### config.mk
export PLATFORM = sky130hd
export DESIGN_NAME = tcpq_cell
export DESIGN_NICKNAME = d
export VERILOG_FILES = /design/src/hdl/assert_macros.svh /design/src/hdl/tcpq_pkg.sv /design/src/hdl/tcpq_cell.sv
export SDC_FILE = /design/constraint.sdc
export NUM_CORES = 1
export LEC_CHECK = 0
export BUFFER_PORTS_ARGS = -buffer_cell sky130_fd_sc_hd__buf_4
export CAP_MARGIN = 20
export CORE_MARGIN = 3
export CORE_UTILIZATION = 47
export DETAILED_ROUTE_END_ITERATION = 8
export GPL_TIMING_DRIVEN = 0
export PLACE_DENSITY_LB_ADDON = 0.12
export SLEW_MARGIN = 20
export SYNTH_ARGS = -nofsm -noshare
export SYNTH_HDL_FRONTEND = slang
export SYNTH_SLANG_ARGS = --single-unit
### constraint.sdc
create_clock -name clk -period 9.5 [get_ports clk]
set_input_delay 1.9 -clock clk [delete_from_list [all_inputs] [get_ports clk]]
set_output_delay 1.9 -clock clk [all_outputs]
set_load 0.05 [all_outputs]
### src/hdl/assert_macros.svh
// Assertion helpers for the RTL
`ifndef ASSERT_MACROS_SVH
`define ASSERT_MACROS_SVH

// Property must hold at every clock edge outside reset
`define CHK_ALWAYS(label, clk, rst, prop, msg) \
  label: assert property (@(posedge clk) disable iff (rst) (prop)) else $error(msg);

// Antecedent implies consequent in the following cycle
`define CHK_NEXT(label, clk, rst, ante, cons, msg) \
  label: assert property (@(posedge clk) disable iff (rst) (ante) |=> (cons)) else $error(msg);

`endif

### src/hdl/tcpq_pkg.sv
`default_nettype none
package tcpq_pkg;

  // Operation codes
  localparam logic [2:0] OP_INSERT = 3'd0;
  localparam logic [2:0] OP_REMOVE = 3'd1;
  localparam logic [2:0] OP_DEPART = 3'd2;
  localparam logic [2:0] OP_DELAY  = 3'd3;
  localparam logic [2:0] OP_RETAG  = 3'd4;
  localparam logic [2:0] OP_EXISTS = 3'd5;

  localparam int ID_W  = 10;
  localparam int TAG_W = 24;

  // Queue size; counts and positions are sized from it
  localparam int QUEUE_DEPTH = 64;
  localparam int CNT_W = $clog2(QUEUE_DEPTH + 1);
  localparam int POS_W = $clog2(QUEUE_DEPTH);

  // One stored entry; mk flags a tag match for the delay reorder
  typedef struct packed {
    logic [ID_W-1:0]  id;
    logic             urg;
    logic             mk;
    logic [TAG_W-1:0] tag;
  } entry_t;

  // What every cell does this cycle
  typedef enum logic [2:0] {M_HOLD, M_ROTATE, M_OPEN, M_CLOSE, M_SORT} cell_mode_t;

  // Per-cycle command broadcast to every cell
  typedef struct packed {
    cell_mode_t       mode;
    logic [POS_W-1:0] pos;      // gap position for open and close
    logic [CNT_W-1:0] occ;      // entries in use, bounds the sort
    logic             odd;      // odd sort phase pairs (1,2), (3,4), ...
    entry_t           ent;      // entry written at pos on open
  } cell_ctl_t;

endpackage
`default_nettype wire

### src/hdl/tcpq_cell.sv
`default_nettype none
// One slot of the chain: rotates toward the head, opens or closes a gap,
// or swaps with a neighbor during the delay sort
module tcpq_cell
  import tcpq_pkg::*;
(
  input  wire logic             clk,
  input  wire logic [POS_W-1:0] idx,
  input  wire cell_ctl_t        ctl,
  input  wire entry_t           up,     // neighbor toward the tail
  input  wire entry_t           down,   // neighbor toward the head
  output entry_t                held
);

  entry_t     slot;
  logic [1:0] key_self, key_up, key_down;
  logic       left_side, swap_up, swap_down;

  // Sort key: urgent before normal, unmarked before marked
  assign key_self = {~slot.urg, slot.mk};
  assign key_up   = {~up.urg, up.mk};
  assign key_down = {~down.urg, down.mk};

  // Odd-even pairing; only pairs fully inside the occupied range swap
  assign left_side = (idx[0] == ctl.odd);
  assign swap_up   = left_side && ((CNT_W'(idx) + CNT_W'(1)) < ctl.occ) &&
                     (key_self > key_up);
  assign swap_down = !left_side && (idx != '0) && (CNT_W'(idx) < ctl.occ) &&
                     (key_down > key_self);

  always_ff @(posedge clk) begin
    unique case (ctl.mode)
      M_HOLD: ;
      M_ROTATE: slot <= up;
      M_OPEN: begin
        if (idx == ctl.pos) begin
          slot <= ctl.ent;
        end else if (idx > ctl.pos) begin
          slot <= down;
        end
      end
      M_CLOSE: begin
        if (idx >= ctl.pos) begin
          slot <= up;
        end
      end
      M_SORT: begin
        if (swap_up) begin
          slot <= up;
        end else if (swap_down) begin
          slot <= down;
        end
      end
      default: ;
    endcase
  end

  assign held = slot;

endmodule
`default_nettype wire

# Yosys cells after proc, flatten, opt, wreduce, memory -nomap -nowiden

Index checks and enable logic that the tools add are counted.
W data, S select, Z words.

Register bits: 36
Bits of input ports: 132
Output and inout port bits: 36
Word-level logic and storage cells: 38

Add/sub/neg operators: 1
$lt $le $gt $ge: 6
Equal/unequal tests: 9
Mux-type cells: 6
Bitwise operators: 3
Reduce and logical (&&, ||, !) cells: 9

Operators with widths:

| kind                  | count |
|---|---|
| $mux W36              | 5 |
| $pmux W36 S4          | 1 |
| $add A6 B1 Y7 const B | 1 |
| $lt A6 B7 Y1          | 1 |
| $lt A7 B7 Y1          | 1 |
| $eq A3 B2 Y1 const B  | 2 |
| $eq A6 B6 Y1          | 1 |
| $ge A6 B6 Y1          | 1 |
| $gt A6 B6 Y1          | 1 |
| $ne A3 B3 Y1 const B  | 2 |
| $reduce_bool A6 Y1    | 1 |
| $logic_and A1 B1 Y1   | 5 |
| $gt A2 B2 Y1          | 2 |
| $reduce_and A4 Y1     | 1 |
| $reduce_bool A4 Y1    | 1 |
| $eq A3 B1 Y1 const B  | 1 |
| $eq A3 B3 Y1 const B  | 1 |
| $not A1 Y1            | 3 |
| $ne A2 B2 Y1 const B  | 1 |
| $eq A1 B1 Y1          | 1 |
| $logic_not A1 Y1      | 1 |

# Depth between registers and ports, before layout

Depth in word-level cells: 8
Depth in mapped cells: 11
Mapped depth without buffers: 9

# Worst setup path before layout

No wires, ideal clock.

Path type: input to register
Start: input port idx[0]
End: register slot, in the netlist held[0] (enable)
Setup time: 0.442 ns
Arrival: 5.044 ns
Data required time: 9.058 ns
Setup slack: 4.014 ns
Stages on the path: 7
Path buffers: 0
Path through: ha_1 > and3_1 > ha_1 > a221o_1 > a211o_1 > a21boi_0 > o22ai_1

Word-level cells in the longest chain between the ends: 7
Elaborated cells on any way between the ends: 18
Classes of those cells: add/sub: 1; order compare: 4; eq/ne: 5; reduce/logical: 8

Ends and longest elaborated chain:

| item                                                                  | RTL line        | source |
|---|---|---|
| start, declared                                                       | tcpq_cell.sv:8  | `input wire logic [POS_W-1:0] idx,` |
| parallel branches: the longest is 6 deep, another holds $add A6 B1 Y7 | --              |  |
| $reduce_and A4 Y1 (no source line) (*)                                | --              |  |
| end signal, assigned                                                  | tcpq_cell.sv:34 | `M_ROTATE: slot <= up;` |
| end signal, assigned                                                  | tcpq_cell.sv:37 | `slot <= ctl.ent;` |
| end signal, assigned                                                  | tcpq_cell.sv:39 | `slot <= down;` |
| end, declared                                                         | tcpq_cell.sv:15 | `entry_t slot;` |

Mark *: on every way between the ends.
A chain may end at the register's enable or synchronous reset.

# Worst setup path after layout

Start: input port idx[0]
End: register slot, in the netlist held[16] (enable)

The elaborated chain is that of the path after synthesis.

==> flow_summary.yaml <==
timing:
  layout_setup_ws_ns: 5.16
  post-route-period-util_pct: 45.7
  setup_viol_count_final: 0
  worstMarginPinSlew_ns: 0.683
  min_period_ns: 4.34
  final-hold-violation-count: 0
  slew_headroom_pct: 54.2
  tns_ns: 0
  skew_ns: 0.00721
  rsz0062_at_grt: "no"
  maxSlewViolCount: 0
  fmax_ghz: 0.230
floorplan:
  dieArea_um2: 6730
  io_pins: 168
  die_x_um: 82.0
  rows: 27
  core_area_um2: 5540
  die_y_um: 82.0
  start_util_pct: 49.0
final_layout:
  num-nets-final: 624
  area_delta_synth_final_pct: 54.9
  largest_reg_flops: 36
  drive_gt1_share_pct: 40.0
  final_cell_mix: "buf_4 (167), nand2_1 (77), a21oi_1 (39)"
  antenna-diode-count: 0
  fillCellCount: 419
  final_area_um2: 4210
  regArea_um2: 1080
  multiInputGateArea_um2: 1480
  final_common_cell: "buf_4"
synth:
  yosysSeqAreaShare_pct: 39.8
  async_flop_share_pct: 0
  postSynthAreaPerCell_um2: 9.24
  syn-cell-area_um2: 2720
  synth_edf_count: 36
  yosysWarnings: 0
  synth.top_cell.area_share_pct: 39.8
  synth_flop_cell: "edfxtp_1"
  ys_top_cells_by_area: "edfxtp_1 (40%), a221o_1 (14%), nand2_1 (11%)"
  synth_nets: 449
  synth_largest_area_cell: "edfxtp_1"
  netlist_instances: 294
  yosys.cell_types.count: 37
  ys_seq_elements: 36
clock_network:
  root_buffer: "clkbuf_8"
  clock-sinks: 36
  cts.clk_slew.worst_paths_ns: 0.08
  htreeDepth: 2
  cts_tree: "done"
  cts.path.max_buffers: 2
  postCtsResizedCells: 0
  clk-insertion-delay-late_ns: 0.29
  cts_setup_buffers: 0
  cts_made_buffers: 5
  ctsHoldBuffers: 0
critical_path:
  endpoint_kind: "flip-flop"
  crit_path_start_kind: "input pin"
  cp_data_required_time_ns: 9.49
  crit_arrival_ns: 4.33
  cp_max_fo: 23
  worstSetupPathType: "in2reg"
detailed_routing:
  wl_met2_mm: 4.50
  wirelength_mm: 8.73
  vias: 2976
  wl_met3_um: 863
  wl_per_cell_um: 16.1
  route.detailed.drc: 0
  highest_layer: "met4"
  drt_iter0_drc: 252
  wl_met1_mm: 3.21
  ant_nets: 0
  avgViaCountPerCell: 5.49
  firstDrtPassIters: 5
global_route:
  grt_pass1_wl_mm: 12.8
  antenna_found_initial: 0
  grt-ovfl-total: 0
  track_usage_pct: 24.7
  grt_max_degree: 24
  grt_pass1_vias: 2742
job:
  cap_violations: 0
place:
  place_ws_ns: 4.82
  placed_area_um2: 4100
  io_buffers: 167
  dpl.hpwl_mm: 6.77
  gp_congestion: 0.849
run_status:
  status: "completed"
pwr:
  p_leak_nw: 1.99
  powerDensity_nw_per_um2: 127
  peakVddDrop_uv: 94.1
min_path:
  hp-class: "reg2reg"
[worst max-delay path: stages]
cell	delay [ns]
buf_4	0.14
ha_1	0.23
and3_1	0.18
ha_1	0.31
a221o_1	0.39
a211o_1	0.24
a21boi_0	0.16
o22ai_4	0.53
buf_16	0.25
[power by group]
group	total [mW]	switching, mW	internal [mW]	leakage (nW)
combinational	0.199	0.111	0.0886	1.59
clock	0.133	0.0563	0.0765	0.0532
sequential	0.200	0.00463	0.195	0.346
total	0.532	0.172	0.360	1.99
[stage by stage]
stage,hold WS [ns],std cells,total power [mW],utilization (%)
final,1.41,542,0.532,75.9
after global routing,1.50,542,0.557,75.9
after CTS,1.44,542,0.533,75.9
after detailed placement,1.43,534,0.402,74.0
after global placement,1.57,533,0.394,73.3
after floorplan,1.67,294,0.316,-
[cell usage after synthesis, types with 2 or more instances]
| library cell | instances |
|---|---|
| a21oi_1 | 39 |
| a221o_1 | 37 |
| and3_1 | 2 |
| buf_2 | 4 |
| buf_6 | 4 |
| clkbuf_1 | 11 |
| edfxtp_1 | 36 |
| ha_1 | 23 |
| inv_1 | 18 |
| nand2_1 | 77 |
| nand3_1 | 5 |
| nor2_1 | 4 |
| nor2b_1 | 2 |
| nor4_1 | 2 |
| o21ai_0 | 3 |
| or3_1 | 2 |
| xnor2_1 | 5 |
[layout make-up]
cell class | count | area share (%)
sequential | 36 | 25.7
inverter | 18 | 1.61
multi-input combinational | 221 | 35.1
clock inverter | 3 | 0.892
timing repair buffer | 168 | 30.4
clock buffer | 5 | 1.64
buffer | 19 | 2.53
tap | 72 | 2.14
[routing by layer]
layer | vias up | global-route usage, %
met3 | 19 | 4.39
met2 | 167 | 43.8
li1 | 1452 | -
met4 | 0 | 6.98
met1 | 1338 | 30.6
met5 | - | 0
[cells by family after synthesis]
kind of cell	count (synthesis)	share of synthesized area, %
xor+xnor	6	1.93
fa+ha+maj	23	10.6
compound gates	91	25.3
buf+inv	37	6.40
flops	36	39.8
simple gates	101	15.9
[path summary, 6_finish.rpt]
| kind | from | end | slack, ns | cells past startpoint |
|---|---|---|---|---|
| max | idx[0] | held[16] | 5.16 | 9 |
| min reg2reg | held[24] | held[23] | 1.41 | 4 |
| min | held[24] | held[23] | 1.41 | 4 |
| max reg2reg | held[25] | held[16] | 6.93 | 7 |
Power figures use the tool's default switching activity.
